<file path="config.mk">
export PLATFORM = sky130hd
export DESIGN_NAME = utf8_to_ucs2_decoder_core
export DESIGN_NICKNAME = d
export VERILOG_FILES = /design/src/hdl/utf8_pkg.sv /design/src/hdl/utf8_to_ucs2_decoder_core.sv
export SDC_FILE = /design/constraint.sdc
export NUM_CORES = 1
export LEC_CHECK = 0
export BUFFER_PORTS_ARGS = -buffer_cell sky130_fd_sc_hd__buf_2
export CORE_MARGIN = 1
export CORE_UTILIZATION = 37
export CTS_BUF_LIST = sky130_fd_sc_hd__clkbuf_8
export CTS_CLUSTER_SIZE = 30
export DETAILED_ROUTE_END_ITERATION = 10
export PLACE_DENSITY_LB_ADDON = 0.2
export SYNTH_ARGS = -nofsm -noshare
export SYNTH_HDL_FRONTEND = slang
export SYNTH_SLANG_ARGS = --single-unit
</file>
<file path="constraint.sdc">
create_clock -name aclk -period 9.7 [get_ports aclk]
set_input_delay 0 -clock aclk [delete_from_list [all_inputs] [get_ports aclk]]
set_output_delay 0 -clock aclk [all_outputs]
set_load 0.03 [all_outputs]
</file>
<file path="src/hdl/utf8_pkg.sv">
// Shared types, constants and lead byte classification for the UTF-8 to UCS-2 decoder.
package utf8_pkg;

    localparam logic [1:0] KIND_UNIT  = 2'd0;
    localparam logic [1:0] KIND_DONE  = 2'd1;
    localparam logic [1:0] KIND_ERROR = 2'd2;

    localparam logic [15:0] CODE_WIDE   = 16'hFF1F;
    localparam logic [7:0]  BOM_BYTE0   = 8'hEF;
    localparam logic [7:0]  BOM_BYTE1   = 8'hBB;
    localparam logic [7:0]  BOM_BYTE2   = 8'hBF;

    localparam logic [2:0] LEN_NONE  = 3'd0;
    localparam logic [2:0] LEN_ONE   = 3'd1;
    localparam logic [2:0] LEN_TWO   = 3'd2;
    localparam logic [2:0] LEN_THREE = 3'd3;
    localparam logic [2:0] LEN_FOUR  = 3'd4;
    localparam logic [2:0] LEN_FIVE  = 3'd5;
    localparam logic [2:0] LEN_SIX   = 3'd6;

    localparam int QUEUE_DEPTH = 2;

    // Results caused by one byte: an optional first item, then an optional end-of-string item.
    typedef struct packed {
        logic [15:0] code;
        logic [1:0]  kind;
        logic        has_unit;
        logic        has_end;
    } pair_t;

    // Sequence length from a lead byte; LEN_NONE for a byte that cannot lead.
    function automatic logic [2:0] lead_class(input logic [7:0] b);
        logic [2:0] len;
        priority if (b < 8'h80) len = LEN_ONE;
        else if (b < 8'hC0)     len = LEN_NONE;
        else if (b < 8'hE0)     len = LEN_TWO;
        else if (b < 8'hF0)     len = LEN_THREE;
        else if (b < 8'hF8)     len = LEN_FOUR;
        else if (b < 8'hFC)     len = LEN_FIVE;
        else if (b < 8'hFE)     len = LEN_SIX;
        else                    len = LEN_NONE;
        return len;
    endfunction

endpackage

</file>
<file path="src/hdl/utf8_to_ucs2_decoder_core.sv">
// UTF-8 to UCS-2 decoder: per-byte decode into a two-entry result queue.
// Each result is registered in the result queue and is valid on m_tvalid once it reaches the queue head.
// Throughput: one byte per cycle while the result queue is not full; a byte with two results (unit
// plus end) is sent as two items in turn, as the single result port drains the queue.
// Reset (aresetn low, synchronous): no sequence open, string start expected,
// result queue empty.
module utf8_to_ucs2_decoder_core
    import utf8_pkg::*;
(
    input  logic        aclk,
    input  logic        aresetn,
    input  logic        s_tvalid,
    output logic        s_tready,
    input  logic [7:0]  s_tdata,   // [7:0] data_byte
    input  logic        s_tlast,   // end_of_string
    output logic        m_tvalid,
    input  logic        m_tready,
    output logic [15:0] m_tdata,   // [15:0] code_unit
    output logic [1:0]  m_tuser,   // [1:0] item_kind
    output logic        m_tlast    // last_of_string
);

    logic [2:0]  seq_length_reg, seq_length_next;
    logic [2:0]  bytes_held_reg, bytes_held_next;
    logic [15:0] partial_code_reg, partial_code_next;
    logic        at_start_reg, at_start_next;
    logic        mark_reg, mark_next;
    logic        discard_reg, discard_next;

    pair_t       queue_reg [QUEUE_DEPTH];
    logic        wr_ptr_reg, rd_ptr_reg;
    logic [1:0]  count_reg;
    logic        phase_reg;

    pair_t       pair_new;
    logic [2:0]  len;
    logic        complete;
    logic        drop;
    logic        push, pop, s_xfer, m_xfer;
    pair_t       head;

    assign s_tready = (count_reg != 2'(QUEUE_DEPTH));
    assign s_xfer   = s_tvalid && s_tready;

    always_comb begin
        seq_length_next   = seq_length_reg;
        bytes_held_next   = bytes_held_reg;
        partial_code_next = partial_code_reg;
        at_start_next     = at_start_reg;
        mark_next         = mark_reg;
        discard_next      = discard_reg;
        pair_new          = '0;
        len               = lead_class(s_tdata);
        complete          = 1'b0;
        drop              = 1'b0;

        if (discard_reg) begin
            if (s_tlast) begin
                discard_next  = 1'b0;
                at_start_next = 1'b1;
            end
        end else if (seq_length_reg == LEN_NONE && len == LEN_NONE) begin
            // bad lead: report and drop the rest of the string
            pair_new.kind     = KIND_ERROR;
            pair_new.has_unit = 1'b1;
            seq_length_next   = LEN_NONE;
            bytes_held_next   = 3'd0;
            partial_code_next = '0;
            mark_next         = 1'b0;
            at_start_next     = s_tlast;
            discard_next      = !s_tlast;
        end else begin
            if (seq_length_reg == LEN_NONE) begin
                seq_length_next = len;
                bytes_held_next = 3'd1;
                mark_next       = at_start_reg && (s_tdata == BOM_BYTE0) && !s_tlast;
                unique case (len)
                    LEN_ONE:   partial_code_next = {8'b0, s_tdata};
                    LEN_TWO:   partial_code_next = {5'b0, s_tdata[4:0], 6'b0};
                    LEN_THREE: partial_code_next = {s_tdata[3:0], 12'b0};
                    default:   partial_code_next = '0;
                endcase
            end else begin
                if (seq_length_reg == LEN_TWO) begin
                    partial_code_next = partial_code_reg | {10'b0, s_tdata[5:0]};
                end else if (seq_length_reg == LEN_THREE) begin
                    if (bytes_held_reg == 3'd1) begin
                        partial_code_next = partial_code_reg | {4'b0, s_tdata[5:0], 6'b0};
                        if (s_tdata != BOM_BYTE1) mark_next = 1'b0;
                    end else begin
                        partial_code_next = partial_code_reg | {10'b0, s_tdata[5:0]};
                        if (s_tdata != BOM_BYTE2) mark_next = 1'b0;
                    end
                end
                bytes_held_next = bytes_held_reg + 3'd1;
            end
            at_start_next = 1'b0;

            complete = (bytes_held_next >= seq_length_next) || s_tlast;
            drop     = mark_next && (seq_length_next == LEN_THREE)
                       && (bytes_held_next == 3'd3);
            if (complete) begin
                pair_new.code     = (seq_length_next >= LEN_FOUR) ? CODE_WIDE
                                                                  : partial_code_next;
                pair_new.kind     = KIND_UNIT;
                pair_new.has_unit = !drop;
                seq_length_next   = LEN_NONE;
                bytes_held_next   = 3'd0;
                partial_code_next = '0;
                mark_next         = 1'b0;
            end
            if (s_tlast) begin
                pair_new.has_end = 1'b1;
                at_start_next    = 1'b1;
            end
        end
    end

    // hold only bytes that cause at least one result
    assign push = s_xfer && (pair_new.has_unit || pair_new.has_end);

    assign head     = queue_reg[rd_ptr_reg];
    assign m_tvalid = (count_reg != 2'd0);
    assign m_xfer   = m_tvalid && m_tready;

    always_comb begin
        if (head.has_unit && !phase_reg) begin
            m_tdata = head.code;
            m_tuser = head.kind;
            m_tlast = (head.kind == KIND_ERROR);
        end else begin
            m_tdata = '0;
            m_tuser = KIND_DONE;
            m_tlast = 1'b1;
        end
    end

    // advance past the head once its final item transfers
    assign pop = m_xfer && (!head.has_end || phase_reg || !head.has_unit);

    always_ff @(posedge aclk) begin
        if (!aresetn) begin
            seq_length_reg <= LEN_NONE;
            bytes_held_reg <= 3'd0;
            at_start_reg   <= 1'b1;
            mark_reg       <= 1'b0;
            discard_reg    <= 1'b0;
            wr_ptr_reg     <= 1'b0;
            rd_ptr_reg     <= 1'b0;
            count_reg      <= 2'd0;
            phase_reg      <= 1'b0;
        end else begin
            if (s_xfer) begin
                seq_length_reg <= seq_length_next;
                bytes_held_reg <= bytes_held_next;
                at_start_reg   <= at_start_next;
                mark_reg       <= mark_next;
                discard_reg    <= discard_next;
            end
            if (push) wr_ptr_reg <= !wr_ptr_reg;
            if (pop)  rd_ptr_reg <= !rd_ptr_reg;
            count_reg <= count_reg + {1'b0, push} - {1'b0, pop};
            if (pop) begin
                phase_reg <= 1'b0;
            end else if (m_xfer) begin
                phase_reg <= 1'b1;
            end
        end
    end

    always_ff @(posedge aclk) begin
        if (!aresetn) begin
            partial_code_reg <= '0;
        end else if (s_xfer) begin
            partial_code_reg <= partial_code_next;
        end
        if (push) queue_reg[wr_ptr_reg] <= pair_new;
    end

`ifndef ASSERT_OFF
    assert property (@(posedge aclk) disable iff (!aresetn)
        count_reg <= 2'(QUEUE_DEPTH))
        else $error("result queue overflow");

    assert property (@(posedge aclk) disable iff (!aresetn)
        phase_reg |-> (m_tvalid && head.has_unit && head.has_end))
        else $error("second-item phase without a two-result head");

    assert property (@(posedge aclk) disable iff (!aresetn)
        (m_tvalid && m_tuser == KIND_UNIT) |-> !m_tlast)
        else $error("code unit marked as last of string");

    assert property (@(posedge aclk) disable iff (!aresetn)
        (seq_length_reg != LEN_NONE) |-> (!discard_reg && bytes_held_reg != 3'd0
                                          && bytes_held_reg < seq_length_reg))
        else $error("open sequence state inconsistent");
`endif

endmodule
</file>
==> out/metrics.yaml <==
status: "complete, but fails checks"
violations: "design-rule violations"
synth_area_leaders: "edfxtp_1 33%, dfxtp_1 18%, mux2i_1 5.8%, nor2_1 3.6%, a221oi_1 3.0%"
fin_cells: 451
power.switching_uw: 312.6
synth_flop_cell: "edfxtp_1"
setup_viol: 0
die_x_um: 98.54
startpoint: "seq_length_reg[2]"
wl_mm: 6.917
power_switching_share: 0.3386
drc: 2
drive_above_1_share: 0.2128
crit_path_end: "count_reg[1]"
grt_pass1_vias: 2183
die_y_um: 98.54
yosysTopAreaCell: "edfxtp_1"
r2r_setup_slack_ns: 6.27
globalplace.congestion: 0.8793
drv_cap: 0
cp-end-kind: "flop"
arrival_ns: 3.67
grt_pass1_wl_mm: 11.35
worst_hold_path_type: "input port to flop"
vias_per_cell: 5.361
portBuffers: 33
worst-setup-path-type: "flop to flop"
antennaDiodeCount: 0
slew_headroom: 0.2624
grt_max_degree: 29
timing.rr.end: "count_reg[1]"
netlist.area_leader.share: 0.3309
fmax_mhz: 291.5
routedWlPerCell_um: 15.34
max_slew.worst_pin.slew_ns: 1.105
comb_power_share: 0.286
placed_cells: 431
core-area_um2: 8891
clkLatencyLatePin_ns: 0.34
netlist_instances: 312
final_util: 0.4395
h-tree-depth: 3
synth_cell_types: 53
leakagePower_nw: 1.431
ys.warnings.count: 0
antenna_found_initial: 0
clkTransAtPathRegs_ns: 0.08
critPathMaxFanout: 16
grt.total_usage: 0.1523
die-area_um2: 9710
post-cts-setup-buffers: 0
synth_nets: 332
synth_edf_count: 38
cts_resized: 0
synth.avg_cell_area_um2: 11.05
cts_root_buffer: "clkbuf_8"
cts_hold_buf: 4
yosysSeqAreaShare: 0.5109
async_flop_share: 0
grt_overflow: 0
nFillCells: 841
ir_drop_v: 0.00008526
powerDensity_nw_per_um2: 236.2
fin_nets: 358
finalCritPeriodShare: 0.3537
seq_power_share: 0.405
grt_setup_unrepaired: "false"
power.total_uw: 923.1
required_ns: 9.94
finalHoldViolations: 0
p_int_uw: 610.5
num_rows: 34
reg2reg_depth: 14
io_pins: 34
final_max_slew_viol_count: 0
clkPwrFrac: 0.308
postRouteAntennaNets: 0
syn-cell-area_um2: 3448
ys_ff_latch: 69
vias: 2418
setup_tns_ns: 0
worstReg2RegStart: "seq_length_reg[2]"
initial_core_util: 0.3878
clock_sinks: 69
drt_iter0_drc: 123
place_hpwl_mm: 4.830
syn_to_final_growth_pct: 13.32
cts_buffers: 9
largest_reg_flops: 38
start_kind: "flop"
fin_skew_ns: 0.008318
timing.final.crit_period_ns: 3.431
dr.pass1.iters: 9
clockBufferDepth: 2
cts_tree: "done"
==> critical path, stage by stage (launching register included) <==
cell and delay (ns):
dfxtp_1 0.41, or3_1 0.64, and2_1 0.28, ha_1 0.28, nand2b_1 0.14, a21o_1 0.20
a211oi_1 0.28, a21oi_1 0.15, o31ai_4 0.12, ha_1 0.28, inv_1 0.05, ha_1 0.14
xnor2_1 0.13, xnor2_1 0.07, and2_1 0.14
==> Yosys cell counts (3+ instances only) <==
library cell and n:
edfxtp_1 38, nor2_1 33, dfxtp_1 31, mux2i_1 20
nand2_1 19, a221oi_1 12, buf_2 10, and2_1 9
clkbuf_1 9, inv_1 8, nor2_2 8, a21oi_1 7
ha_1 7, nor2b_1 7, o21ai_0 7, o2bb2ai_1 7
a21o_1 6, a22oi_1 6, a32o_1 5, nand2b_1 5
nand3_1 4, nor3_1 4, xnor2_1 4, buf_6 3
o21a_1 3
==> layout make-up <==
type                       instances  area (µm²)  share of cell area
inverter                           8       30.03            0.007685
timing repair buffer              39       220.2             0.05636
sequential                        69        1762              0.4508
multi-input combinational        211        1515              0.3878
tap                              108       135.1             0.03458
clock inverter                     7       121.4             0.03106
clock buffer                       9       123.9             0.03170
==> layout by cell type, fill, tap and decap left out, types with 8 or more instances in the layout <==
cell type / synthesis / layout
nand2_1: 19 / 19
and2_1: 9 / 9
edfxtp_1: 38 / 38
clkbuf_8: 0 / 9
inv_1: 8 / 8
mux2i_1: 20 / 20
nor2_1: 33 / 33
nor2_2: 8 / 8
a221oi_1: 12 / 12
buf_2: 10 / 33
dfxtp_1: 31 / 31
==> through the flow <==
| step | setup slack (ns) | hold WS, ns | cell area (µm²) |
|---|---|---|---|
| after global routing | 6.005 | 0.06537 | 3908 |
| after detailed placement | 6.274 | 0.2891 | 3622 |
| after CTS | 6.273 | 0.009769 | 3908 |
| after floorplan | 6.390 | 0.1443 | 3448 |
| after global placement | 6.343 | 0.2734 | 3622 |
| final | 6.269 | 0.02871 | 3908 |
==> layer usage <==
layer  GRT usage  wire [µm]  vias up  share of wire
li1            -          -     1200              -
met1      0.2174       3471     1135           0.50
met2      0.2167       2991       71           0.43
met3     0.03688        316       12          0.046
met4     0.07233        138        0          0.020
met5           0          0        -              0
==> worst min-delay path by stage <==
stage               cells past startpoint  slack (ns)  startpoint                   end
floorplan                               2        0.14  s_tdata[0]  partial_code_reg[12]
global placement                        3        0.27    s_tvalid           discard_reg
detailed placement                      3        0.29    s_tvalid           discard_reg
CTS                                     3        0.01  s_tdata[3]   partial_code_reg[9]
global route                            3        0.07  s_tdata[3]   partial_code_reg[9]
finish                                  3        0.03  s_tdata[3]   partial_code_reg[9]
==> cells by family after synthesis <==
family | Yosys count | share of synthesized area
AO/OA/AOI/OAI | 68 | 0.1535
buffers and inverters | 32 | 0.04971
AND/OR/NAND/NOR | 111 | 0.1898
flip-flops | 69 | 0.5109
XOR/XNOR | 5 | 0.01270
multiplexers | 20 | 0.05805
adder cells (fa/ha/maj) | 7 | 0.02540
==> power groups by stage <==
stage               Combinational, mW  Sequential (mW)  Clock [mW]
floorplan                       0.218            0.365           0
global placement                0.264            0.381           0
detailed placement              0.266            0.382           0
CTS                             0.268            0.375       0.293
global route                    0.287            0.379       0.305
finish                          0.264            0.374       0.285
(Power assumes the default switching activity.)
